==> src/sv/nmea_gga_position_extractor_unit_macros.svh <==
// ----------------------------------------------------------------------------
// nmea_gga_position_extractor_unit_macros
// Assertion shorthands shared by the position extractor RTL.
// ----------------------------------------------------------------------------
// Each macro expects clk and rst_n to be visible in the module that uses it.
`ifndef NMEA_GGA_POSITION_EXTRACTOR_UNIT_MACROS_SVH
`define NMEA_GGA_POSITION_EXTRACTOR_UNIT_MACROS_SVH

// Same-cycle implication.
`define NGGA_ASSERT_SAME(label, ante, cons, msg) \
    label: assert property (@(posedge clk) disable iff (!rst_n) (ante) |-> (cons)) \
        else $error(msg);

// Next-cycle implication.
`define NGGA_ASSERT_NEXT(label, ante, cons, msg) \
    label: assert property (@(posedge clk) disable iff (!rst_n) (ante) |=> (cons)) \
        else $error(msg);

`endif

==> src/sv/nmea_gga_pkg.sv <==
// ----------------------------------------------------------------------------
// nmea_gga_pkg
// Characters, widths, conversion constants and the captured-field record of
// the GGA position extractor.
// ----------------------------------------------------------------------------
`default_nettype none

package nmea_gga_pkg;

    localparam logic [7:0] CHAR_NL     = 8'h0A;
    localparam logic [7:0] CHAR_COMMA  = 8'h2C;
    localparam logic [7:0] CHAR_DOT    = 8'h2E;
    localparam logic [7:0] CHAR_DOLLAR = 8'h24;
    localparam logic [7:0] CHAR_0      = 8'h30;
    localparam logic [7:0] CHAR_9      = 8'h39;
    localparam logic [7:0] CHAR_S      = 8'h53;
    localparam logic [7:0] CHAR_W      = 8'h57;

    localparam int TAG_LEN = 6;

    localparam logic [3:0] FIELD_FIRST    = 4'd1;
    localparam logic [3:0] FIELD_LAT      = 4'd3;
    localparam logic [3:0] FIELD_LON      = 4'd5;
    localparam logic [3:0] FIELD_MAX      = 4'd15;
    localparam logic [3:0] CHAR_CNT_MAX   = 4'd15;
    localparam logic [3:0] DEG_DIGITS_LAT = 4'd2;
    localparam logic [3:0] DEG_DIGITS_LON = 4'd3;

    localparam int MIN_INT_MAX = 99;
    localparam int FRAC_MAX    = 6;

    // Widths
    localparam int DEG_W     = 10;  // up to three degree digits
    localparam int MIN_ACC_W = 27;  // minute digits, sized for six fraction digits
    localparam int FC_W      = 3;
    localparam int P10_W     = 20;
    localparam int SCALED_W  = 27;  // minutes in 1e-6 units plus bias, below 2^27
    localparam int DEG_US_W  = 30;
    localparam int QUOT_W    = 21;
    localparam int LAT_W     = 28;
    localparam int LON_W     = 31;

    localparam int USEC_PER_DEG = 1000000;
    localparam int ROUND_BIAS   = 30;

    // floor(x / 60) = floor(floor(x / 4) * DIV15_MUL / 2^DIV15_SHIFT) for x < 2^27
    localparam int          DIV_IN_W    = SCALED_W - 2;
    localparam int          DIV15_W     = 29;
    localparam logic [28:0] DIV15_MUL   = 29'd286331154;
    localparam int          DIV15_SHIFT = 32;
    localparam int          DIV_PROD_W  = DIV_IN_W + DIV15_W;

    typedef enum logic [2:0] {
        AWAIT_NONE = 3'b001,
        AWAIT_LAT  = 3'b010,
        AWAIT_LON  = 3'b100
    } await_t;

    // One closed coordinate field, as captured at its comma
    typedef struct packed {
        logic                 valid;
        logic                 neg;
        logic [DEG_W-1:0]     deg;
        logic [MIN_ACC_W-1:0] minutes;
        logic [FC_W-1:0]      frac_cnt;
    } pos_field_t;

    function automatic logic [7:0] tag_char(input logic [2:0] pos);
        logic [7:0] ch;
        unique case (pos)
            3'd0:    ch = 8'h24;  // $
            3'd1:    ch = 8'h47;  // G
            3'd2:    ch = 8'h50;  // P
            3'd3:    ch = 8'h47;  // G
            3'd4:    ch = 8'h47;  // G
            3'd5:    ch = 8'h41;  // A
            default: ch = 8'h00;
        endcase
        return ch;
    endfunction

    function automatic logic [P10_W-1:0] pow10(input logic [FC_W-1:0] e);
        logic [P10_W-1:0] p;
        unique case (e)
            3'd0:    p = 20'd1;
            3'd1:    p = 20'd10;
            3'd2:    p = 20'd100;
            3'd3:    p = 20'd1000;
            3'd4:    p = 20'd10000;
            3'd5:    p = 20'd100000;
            3'd6:    p = 20'd1000000;
            default: p = 20'd0;
        endcase
        return p;
    endfunction

endpackage

`default_nettype wire

==> src/sv/nmea_gga_parser.sv <==
// ----------------------------------------------------------------------------
// nmea_gga_parser
// Per-byte line tracking: tag match, field count, digit accumulation and
// capture of the latitude and longitude fields with their hemisphere.
// ----------------------------------------------------------------------------
`default_nettype none
`include "nmea_gga_position_extractor_unit_macros.svh"

module nmea_gga_parser #(
    parameter int MINUTE_FRAC_DIGITS = 4
) (
    input  wire logic                     clk,
    input  wire logic                     rst_n,
    input  wire logic                     take,
    input  wire logic [7:0]               rx_byte,
    output logic                          line_end,
    output nmea_gga_pkg::pos_field_t      lat_field,
    output nmea_gga_pkg::pos_field_t      lon_field
);
    import nmea_gga_pkg::*;

    localparam int MinW     = $clog2(100 * (10 ** MINUTE_FRAC_DIGITS));
    localparam int MinWideW = MinW + 4;

    logic                  tag_seen_reg,  tag_seen_next;
    logic [2:0]            tag_pos_reg,   tag_pos_next;
    logic [3:0]            field_num_reg, field_num_next;
    logic [3:0]            char_cnt_reg,  char_cnt_next;
    logic [DEG_W-1:0]      deg_acc_reg,   deg_acc_next;
    logic [MinW-1:0]       min_acc_reg,   min_acc_next;
    logic [FC_W-1:0]       frac_cnt_reg,  frac_cnt_next;
    logic                  point_reg,     point_next;
    await_t                await_reg,     await_next;
    pos_field_t            lat_reg,       lat_next;
    pos_field_t            lon_reg,       lon_next;

    logic                  is_digit;
    logic [3:0]            digit_val;
    logic [3:0]            deg_digits;
    logic [MinWideW-1:0]   min_wide;
    logic                  take_nl;
    logic                  line_clear;

    assign take_nl    = take && (rx_byte == CHAR_NL);
    assign line_clear = (field_num_reg == FIELD_FIRST) && !tag_seen_reg
                        && !lat_reg.valid && !lon_reg.valid;
    assign line_end   = take_nl && tag_seen_reg;
    assign lat_field  = lat_reg;
    assign lon_field  = lon_reg;

    always_comb
    begin
        is_digit   = (rx_byte >= CHAR_0) && (rx_byte <= CHAR_9);
        digit_val  = is_digit ? 4'(rx_byte - CHAR_0) : 4'd0;
        deg_digits = (field_num_reg == FIELD_LON) ? DEG_DIGITS_LON : DEG_DIGITS_LAT;
        min_wide   = MinWideW'(min_acc_reg) * MinWideW'(10) + MinWideW'(digit_val);

        tag_seen_next  = tag_seen_reg;
        tag_pos_next   = tag_pos_reg;
        field_num_next = field_num_reg;
        char_cnt_next  = char_cnt_reg;
        deg_acc_next   = deg_acc_reg;
        min_acc_next   = min_acc_reg;
        frac_cnt_next  = frac_cnt_reg;
        point_next     = point_reg;
        await_next     = await_reg;
        lat_next       = lat_reg;
        lon_next       = lon_reg;

        if (take)
        begin
            // hemisphere letter right after a coordinate's closing comma
            if (await_reg != AWAIT_NONE)
            begin
                if ((rx_byte == CHAR_S) || (rx_byte == CHAR_W))
                begin
                    if (await_reg == AWAIT_LAT)
                        lat_next.neg = !lat_reg.neg;
                    else
                        lon_next.neg = !lon_reg.neg;
                end
                await_next = AWAIT_NONE;
            end

            if (rx_byte == CHAR_NL)
            begin
                tag_seen_next  = 1'b0;
                tag_pos_next   = '0;
                field_num_next = FIELD_FIRST;
                char_cnt_next  = '0;
                deg_acc_next   = '0;
                min_acc_next   = '0;
                frac_cnt_next  = '0;
                point_next     = 1'b0;
                await_next     = AWAIT_NONE;
                lat_next       = '0;
                lon_next       = '0;
            end
            else
            begin
                if (!tag_seen_reg)
                begin
                    if (rx_byte == tag_char(tag_pos_reg))
                    begin
                        if (tag_pos_reg == 3'(TAG_LEN - 1))
                        begin
                            tag_seen_next = 1'b1;
                            tag_pos_next  = '0;
                        end
                        else
                            tag_pos_next = tag_pos_reg + 3'd1;
                    end
                    else
                        tag_pos_next = (rx_byte == CHAR_DOLLAR) ? 3'd1 : 3'd0;
                end

                if (rx_byte == CHAR_COMMA)
                begin
                    if (field_num_reg == FIELD_LAT)
                    begin
                        lat_next.valid    = (char_cnt_reg != 4'd0);
                        lat_next.neg      = 1'b0;
                        lat_next.deg      = deg_acc_reg;
                        lat_next.minutes  = MIN_ACC_W'(min_acc_reg);
                        lat_next.frac_cnt = frac_cnt_reg;
                        await_next        = AWAIT_LAT;
                    end
                    else if (field_num_reg == FIELD_LON)
                    begin
                        lon_next.valid    = (char_cnt_reg != 4'd0);
                        lon_next.neg      = 1'b0;
                        lon_next.deg      = deg_acc_reg;
                        lon_next.minutes  = MIN_ACC_W'(min_acc_reg);
                        lon_next.frac_cnt = frac_cnt_reg;
                        await_next        = AWAIT_LON;
                    end
                    if (field_num_reg != FIELD_MAX)
                        field_num_next = field_num_reg + 4'd1;
                    char_cnt_next = '0;
                    deg_acc_next  = '0;
                    min_acc_next  = '0;
                    frac_cnt_next = '0;
                    point_next    = 1'b0;
                end
                else
                begin
                    if (char_cnt_reg < deg_digits)
                    begin
                        if (is_digit)
                            deg_acc_next = DEG_W'(deg_acc_reg * DEG_W'(10))
                                         + DEG_W'(digit_val);
                    end
                    else if ((rx_byte == CHAR_DOT) && !point_reg)
                        point_next = 1'b1;
                    else if (is_digit)
                    begin
                        if (!point_reg)
                        begin
                            // integer minutes clamp at 99
                            if (min_wide > MinWideW'(MIN_INT_MAX))
                                min_acc_next = MinW'(MIN_INT_MAX);
                            else
                                min_acc_next = MinW'(min_wide);
                        end
                        else if (frac_cnt_reg < FC_W'(MINUTE_FRAC_DIGITS))
                        begin
                            min_acc_next  = MinW'(min_wide);
                            frac_cnt_next = frac_cnt_reg + FC_W'(1);
                        end
                    end
                    if (char_cnt_reg != CHAR_CNT_MAX)
                        char_cnt_next = char_cnt_reg + 4'd1;
                end
            end
        end
    end

    always_ff @(posedge clk or negedge rst_n)
    begin
        if (!rst_n)
        begin
            tag_seen_reg  <= 1'b0;
            tag_pos_reg   <= '0;
            field_num_reg <= FIELD_FIRST;
            char_cnt_reg  <= '0;
            deg_acc_reg   <= '0;
            min_acc_reg   <= '0;
            frac_cnt_reg  <= '0;
            point_reg     <= 1'b0;
            await_reg     <= AWAIT_NONE;
            lat_reg       <= '0;
            lon_reg       <= '0;
        end
        else
        begin
            tag_seen_reg  <= tag_seen_next;
            tag_pos_reg   <= tag_pos_next;
            field_num_reg <= field_num_next;
            char_cnt_reg  <= char_cnt_next;
            deg_acc_reg   <= deg_acc_next;
            min_acc_reg   <= min_acc_next;
            frac_cnt_reg  <= frac_cnt_next;
            point_reg     <= point_next;
            await_reg     <= await_next;
            lat_reg       <= lat_next;
            lon_reg       <= lon_next;
        end
    end

    `NGGA_ASSERT_SAME(a_tag_pos_range, 1'b1, tag_pos_reg < 3'(TAG_LEN), "tag position overflow")
    `NGGA_ASSERT_SAME(a_await_onehot, 1'b1, $onehot(await_reg), "hemisphere wait not one-hot")
    `NGGA_ASSERT_NEXT(a_line_clear, take_nl, line_clear, "line state not cleared after newline")

endmodule

`default_nettype wire

==> src/sv/nmea_gga_position_extractor_unit.sv <==
// ----------------------------------------------------------------------------
// nmea_gga_position_extractor_unit
// Extracts latitude and longitude from GGA sentences as signed microdegrees.
// ----------------------------------------------------------------------------
// Input channel: in_valid/in_ready carry one received character (rx_byte) per
// transaction. Every character updates the line tracker in the cycle it is
// accepted; a newline that ends a line tagged $GPGGA launches one result.
// Output channel: out_valid/out_ready carry lat_valid, latitude_udeg,
// lon_valid and longitude_udeg. A field that was missing or empty reports
// valid low and a value of zero.
// Latitude and longitude are converted after the newline in a three-stage
// pipeline (minute scaling multiply, divide-by-60 reciprocal multiply, degree
// add and sign); out_valid rises once the result of its newline is in the output register.
// Throughput is one character per cycle, newlines included, while out_ready
// is high. When the receiver stalls, the pipeline fills behind the output
// register; characters are still accepted until all three stages hold a
// result, then in_ready stays low until out_ready returns.
// Reset clears the line state and all pipeline valid bits; the block starts
// waiting for a new line.
// ----------------------------------------------------------------------------
`default_nettype none
`include "nmea_gga_position_extractor_unit_macros.svh"

module nmea_gga_position_extractor_unit #(
    parameter int MINUTE_FRAC_DIGITS = 4
) (
    input  wire logic                                clk,
    input  wire logic                                rst_n,
    input  wire logic                                in_valid,
    output logic                                     in_ready,
    input  wire logic [7:0]                          rx_byte,
    output logic                                     out_valid,
    input  wire logic                                out_ready,
    output logic                                     lat_valid,
    output logic signed [nmea_gga_pkg::LAT_W-1:0]    latitude_udeg,
    output logic                                     lon_valid,
    output logic signed [nmea_gga_pkg::LON_W-1:0]    longitude_udeg
);
    import nmea_gga_pkg::*;

    localparam int MulW = MIN_ACC_W + P10_W;

    typedef struct packed {
        logic                valid;
        logic                neg;
        logic [DEG_US_W-1:0] deg_us;
        logic [SCALED_W-1:0] scaled;
    } scaled_t;

    typedef struct packed {
        logic                valid;
        logic                neg;
        logic [DEG_US_W-1:0] deg_us;
        logic [QUOT_W-1:0]   quot;
    } split_t;

    logic       take;
    logic       line_end;
    pos_field_t lat_field;
    pos_field_t lon_field;

    logic    b_v_reg, c_v_reg, o_v_reg;
    logic    b_free, c_free, o_free;
    scaled_t b_lat_reg, b_lon_reg, b_lat_next, b_lon_next;
    split_t  c_lat_reg, c_lon_reg, c_lat_next, c_lon_next;

    logic                      lat_valid_reg, lon_valid_reg;
    logic signed [LAT_W-1:0]   lat_val_reg, lat_val_next;
    logic signed [LON_W-1:0]   lon_val_reg, lon_val_next;

    logic [MulW-1:0]        lat_mul, lon_mul;
    logic [DIV_PROD_W-1:0]  lat_div, lon_div;
    logic [LAT_W-1:0]       lat_abs;
    logic [LON_W-1:0]       lon_abs;
    logic                   lat_in_range;

    assign o_free   = !o_v_reg || out_ready;
    assign c_free   = !c_v_reg || o_free;
    assign b_free   = !b_v_reg || c_free;
    assign in_ready = b_free;
    assign take     = in_valid && in_ready;

    nmea_gga_parser #(
        .MINUTE_FRAC_DIGITS (MINUTE_FRAC_DIGITS)
    ) u_parser (
        .clk       (clk),
        .rst_n     (rst_n),
        .take      (take),
        .rx_byte   (rx_byte),
        .line_end  (line_end),
        .lat_field (lat_field),
        .lon_field (lon_field)
    );

    // Stage B: minutes in 1e-6 units plus rounding bias, degrees in 1e-6 units
    always_comb
    begin
        lat_mul = MulW'(lat_field.minutes)
                * MulW'(pow10(FC_W'(FRAC_MAX) - lat_field.frac_cnt));
        lon_mul = MulW'(lon_field.minutes)
                * MulW'(pow10(FC_W'(FRAC_MAX) - lon_field.frac_cnt));

        b_lat_next.valid  = lat_field.valid;
        b_lat_next.neg    = lat_field.neg;
        b_lat_next.deg_us = DEG_US_W'(DEG_US_W'(lat_field.deg) * DEG_US_W'(USEC_PER_DEG));
        b_lat_next.scaled = SCALED_W'(lat_mul) + SCALED_W'(ROUND_BIAS);

        b_lon_next.valid  = lon_field.valid;
        b_lon_next.neg    = lon_field.neg;
        b_lon_next.deg_us = DEG_US_W'(DEG_US_W'(lon_field.deg) * DEG_US_W'(USEC_PER_DEG));
        b_lon_next.scaled = SCALED_W'(lon_mul) + SCALED_W'(ROUND_BIAS);
    end

    // Stage C: divide by 60 as a shift by 2 and a reciprocal multiply by 1/15
    always_comb
    begin
        lat_div = DIV_PROD_W'(b_lat_reg.scaled[SCALED_W-1:2]) * DIV_PROD_W'(DIV15_MUL);
        lon_div = DIV_PROD_W'(b_lon_reg.scaled[SCALED_W-1:2]) * DIV_PROD_W'(DIV15_MUL);

        c_lat_next.valid  = b_lat_reg.valid;
        c_lat_next.neg    = b_lat_reg.neg;
        c_lat_next.deg_us = b_lat_reg.deg_us;
        c_lat_next.quot   = lat_div[DIV15_SHIFT +: QUOT_W];

        c_lon_next.valid  = b_lon_reg.valid;
        c_lon_next.neg    = b_lon_reg.neg;
        c_lon_next.deg_us = b_lon_reg.deg_us;
        c_lon_next.quot   = lon_div[DIV15_SHIFT +: QUOT_W];
    end

    // Output stage: combine, apply hemisphere, zero an absent field
    always_comb
    begin
        lat_abs = LAT_W'(c_lat_reg.deg_us) + LAT_W'(c_lat_reg.quot);
        lon_abs = LON_W'(c_lon_reg.deg_us) + LON_W'(c_lon_reg.quot);

        if (!c_lat_reg.valid)
            lat_val_next = '0;
        else if (c_lat_reg.neg)
            lat_val_next = $signed(LAT_W'(0) - lat_abs);
        else
            lat_val_next = $signed(lat_abs);

        if (!c_lon_reg.valid)
            lon_val_next = '0;
        else if (c_lon_reg.neg)
            lon_val_next = $signed(LON_W'(0) - lon_abs);
        else
            lon_val_next = $signed(lon_abs);
    end

    always_ff @(posedge clk or negedge rst_n)
    begin
        if (!rst_n)
        begin
            b_v_reg <= 1'b0;
            c_v_reg <= 1'b0;
            o_v_reg <= 1'b0;
        end
        else
        begin
            if (b_free)
                b_v_reg <= line_end;
            if (c_free)
                c_v_reg <= b_v_reg;
            if (o_free)
                o_v_reg <= c_v_reg;
        end
    end

    always_ff @(posedge clk)
    begin
        if (b_free && line_end)
        begin
            b_lat_reg <= b_lat_next;
            b_lon_reg <= b_lon_next;
        end
        if (c_free && b_v_reg)
        begin
            c_lat_reg <= c_lat_next;
            c_lon_reg <= c_lon_next;
        end
        if (o_free && c_v_reg)
        begin
            lat_valid_reg <= c_lat_reg.valid;
            lon_valid_reg <= c_lon_reg.valid;
            lat_val_reg   <= lat_val_next;
            lon_val_reg   <= lon_val_next;
        end
    end

    assign out_valid      = o_v_reg;
    assign lat_valid      = lat_valid_reg;
    assign lon_valid      = lon_valid_reg;
    assign latitude_udeg  = lat_val_reg;
    assign longitude_udeg = lon_val_reg;

    assign lat_in_range = (latitude_udeg <= 28'sd100666666)
                          && (latitude_udeg >= -28'sd100666666);

    `NGGA_ASSERT_NEXT(a_line_enters_pipe, line_end, b_v_reg, "line end lost")
    `NGGA_ASSERT_SAME(a_lat_zero_absent, out_valid && !lat_valid, latitude_udeg == '0, "lat nonzero")
    `NGGA_ASSERT_SAME(a_lat_range, out_valid && lat_valid, lat_in_range, "latitude out of range")

endmodule

`default_nettype wire
==> config.mk <==
export PLATFORM = sky130hd
export DESIGN_NAME = nmea_gga_position_extractor_unit
export DESIGN_NICKNAME = d
export VERILOG_FILES = /design/src/sv/nmea_gga_pkg.sv /design/src/sv/nmea_gga_parser.sv /design/src/sv/nmea_gga_position_extractor_unit.sv
export VERILOG_INCLUDE_DIRS = /design/src /design/src/sv
export SDC_FILE = /design/constraint.sdc
export NUM_CORES = 2
export LEC_CHECK = 0
export ABC_AREA = 1
export BUFFER_PORTS_ARGS = -buffer_cell sky130_fd_sc_hd__buf_2
export CAP_MARGIN = 10
export CORE_UTILIZATION = 35
export CTS_CLUSTER_DIAMETER = 200
export CTS_CLUSTER_SIZE = 40
export DETAILED_ROUTE_END_ITERATION = 10
export REMOVE_ABC_BUFFERS = 1
export SLEW_MARGIN = 10
export SYNTH_ARGS = -nofsm -noshare
export SYNTH_HDL_FRONTEND = slang
export SYNTH_SLANG_ARGS = --single-unit
==> constraint.sdc <==
create_clock -name clk -period 7.5 [get_ports clk]
set_input_delay 0.375 -clock clk [delete_from_list [all_inputs] [get_ports clk]]
set_output_delay 0.375 -clock clk [all_outputs]
set_load 0.02 [all_outputs]
==> metrics <==
P_leak 29.7 nW; Cells after Synth 6025; Via-to-Cell Ratio 4.75; GR Overflow Total 0; share of layout cells above drive strength 1 0.0523; RSZ-0062 raised after global routing no; Req. time, crit path 7.82 ns; Int Power 0.00439 W; CP delay by family, top adder cells; worst setup path endpoint b_lat_reg[25]$_DFFE_PP_; die footprint 0.153 mm²; CP Capture Type register; EDFF count, synth 253; sequential fraction of design power 0.313; post-route design area 0.0570 mm²; Setup crit start kind register; DR DRC count 0; worst ir drop on vdd 0.161 mV; Die Wd 391 µm; Max Slew Vio Count 0; status finished clean; PD cells 140 mW/mm²; CTS tree yes; Fin. Hold Viols 0; Multi-input gate area 0.0368 mm²; row cnt 142; total power 0.00795 W; Yosys reg bits 375; Arrival @ worst endpoint 7.41 ns; max_slew headroom 0.254; Mapped Area 0.0531 mm²; number of flip-flops in the largest register 51; port buffer count 74; register area share after synthesis 0.201; post-layout util 0.379; post-layout minimum cycle time 7.09 ns; Inserted Clock Buffers 13; Max stage delay on crit path 0.51 ns; post-route ant nets 0; DP Wirelength 112000 µm; Final period util 0.945; filler cell count 15197; Most used DFF post-synth edfxtp_1; Reg2Reg Launch Point u_parser.lat_field[1]$_DFFE_PN0P_; WP depth 31; core area 0.150 mm²; Critical path buffers and inverters 9; critical-path cell with the highest stage delay fa_1; maximum capacitance violations 0; first-pass GRT wire length 212000 µm; Net Sw Frac 0.448; f_max 0.141 GHz; initial antenna violation count 7; final weighted congestion in routability-driven placement 0.929; Least-Margin Pin Slew 1.12 ns; Net Switching 0.00356 W; Total GRT Usage 0.172; asr flop ratio synth 0.325; Final Routed Wirelength 129000 µm; deepest clock path buffer count 3; clock power share 0.127; I/O pins 75; Detailed Route Iter0 Violations 2232; Placed Area 0.0564 mm²; Routed WL per cell 15.7 µm; HP Start out_ready; nets 7626; Setup CP Type reg2reg; Synth Area per Inst 8.81 µm²; Comb power frac 0.560; H-tree levels 1; first-pass iteration count of the detailed router 7; clk sinks 375; Die Ht 391 µm; worst min-delay path class in2reg; library cells used by synthesis 64; skew final 0.0313 ns; Reg clk slew, reported paths 0.15 ns; Root Buffer clkbuf_16; CP max FO 11; Clock Latency Late Sink 0.56 ns; R2R setup slack 0.41 ns; Area Overhead vs Synth 7.32%; Initial Util 0.353; largest net degree at the start of global routing 76; vias in the first global route 40340; FF-to-FF End b_lat_reg[25]$_DFFE_PP_; Worst Reg-to-Reg Cells 31; Warnings, synthesis 0; detailed-route via count 38835; register area 0.0107 mm²; crit path from u_parser.lat_field[1]$_DFFE_PN0P_; count of final setup violators 0
## routing by layer
layer | global-route usage | up-vias | wire, µm
li1 | - | 19104 | -
met1 | 0.236 | 18833 | 59800
met5 | 0 | - | 57
met2 | 0.294 | 764 | 60300
met3 | 0.0187 | 126 | 6210
met4 | 0.0315 | 8 | 2420
## worst min-delay path by stage
stage,slack [ns],to,cells after the start
6_report,0.14,out_valid$_DFFE_PN0P_,4
3_5_place_dp,0.36,u_parser.lon_field[1]$_DFFE_PN0P_,1
4_1_cts,0.12,out_valid$_DFFE_PN0P_,4
3_3_place_gp,0.35,u_parser.lon_field[1]$_DFFE_PN0P_,1
5_1_grt,0.15,out_valid$_DFFE_PN0P_,4
2_1_floorplan,0.08,b_v_reg$_DFFE_PN0N_,0
## tightest hold or removal path: stages
cell and delay [ns]:
buf_2 0.07, inv_1 0.06, nand2_1 0.09, nand2_1 0.05
## layout make-up
class | count | area share
multi-input combinational | 4129 | 0.645
sequential | 375 | 0.187
inverter | 1461 | 0.0965
tap | 2016 | 0.0443
timing repair buffer | 175 | 0.0200
clock buffer | 19 | 0.00611
clock inverter | 2 | 0.000571
antenna | 2 | 0.0000879
## cell usage in the layout, fill, tap and decap left out, drive strengths merged, types with 2 or more instances in the layout
cell type | Yosys | final
a21oi | 304 | 304
xnor2 | 90 | 90
buf | 10 | 174
nand2 | 796 | 796
diode | 0 | 2
nor3b | 6 | 6
o32ai | 3 | 3
o21bai | 11 | 11
inv | 1443 | 1442
a21boi | 5 | 5
dfrtp | 120 | 120
nand3b | 10 | 10
o21a | 13 | 13
a221oi | 3 | 3
nor4 | 11 | 11
o211ai | 12 | 12
and3 | 7 | 7
a211oi | 3 | 3
nand4 | 53 | 53
fa | 693 | 693
edfxtp | 253 | 253
clkinv | 18 | 18
clkbuf | 68 | 19
nor2 | 627 | 627
o221ai | 4 | 4
a31oi | 29 | 29
o22ai | 32 | 32
dfstp | 2 | 2
and2 | 3 | 3
xor2 | 152 | 152
conb | 2 | 20
a21o | 15 | 15
clkinvlp | 0 | 3
o21ai | 205 | 205
ha | 766 | 766
nand3 | 142 | 142
nor3 | 85 | 85
o31ai | 15 | 15
or2 | 7 | 7
## repair_timing
| action | in CTS | in global routing |
|---|---|---|
| setup endpoints to repair | 0 | 14 |
| resized for setup | 0 | 27 |
| hold endpoints to repair | 47 | 0 |
| hold buffers | 1 | 0 |
| buffers inserted | 0 | 7 |
## power by group through the flow
stage	registers, W	clock network, W	logic [W]
after floorplan	0.00248	0	0.00335
after global placement	0.00253	0	0.00437
after detailed placement	0.00254	0	0.00444
after CTS	0.00249	0.00104	0.00447
after global routing	0.00250	0.00110	0.00511
final	0.00249	0.00101	0.00445
## logic make-up (layout without fill, tap and decap cells)
group	after synthesis	in the layout	synth area share
buffers and inverters	1539	1657	0.109
adders and majority gates	1459	1459	0.442
muxes	1	1	0.000212
other	2	22	0.000142
and+or+nand+nor	1748	1748	0.139
AOI/OAI and AO/OA	659	659	0.0688
DFF	375	375	0.201
xor gates and xnor gates	242	242	0.0401
## Yosys cell counts (7+ instances only)
library cell,number,share of area
a21o_1,15,0.0021
a21oi_1,303,0.029
a31oi_1,29,0.0034
and3_1,7,0.00083
clkbuf_1,67,0.0047
clkinv_1,18,0.0013
dfrtp_1,120,0.057
edfxtp_1,253,0.14
fa_1,693,0.26
ha_1,766,0.18
inv_1,1408,0.10
inv_2,35,0.0025
nand2_1,782,0.055
nand2_2,13,0.0015
nand3_1,136,0.013
nand3b_1,10,0.0014
nand4_1,51,0.0060
nor2_1,610,0.043
nor2_2,11,0.0013
nor3_1,75,0.0071
nor3_2,8,0.0015
nor4_1,10,0.0012
o211ai_1,12,0.0017
o21a_1,13,0.0018
o21ai_0,194,0.018
o21ai_2,7,0.0012
o21bai_1,11,0.0016
o22ai_1,32,0.0038
o31ai_1,15,0.0021
or2_2,7,0.00083
xnor2_1,90,0.015
xor2_1,151,0.025
## through the flow
| step | hold WS, ns | worst slack (ns) | TNS [ns] | cells |
|---|---|---|---|---|
| final | 0.143 | 0.410 | 0 | 8179 |
| after global routing | 0.154 | 0.00800 | 0 | 8177 |
| after CTS | 0.117 | 0.0187 | 0 | 8170 |
| after detailed placement | 0.362 | 0.0574 | 0 | 8148 |
| after global placement | 0.353 | 0.223 | 0 | 8148 |
| after floorplan | 0.0794 | -0.110 | -0.110 | 5965 |
No activity file was read; power rests on OpenSTA's default activity.
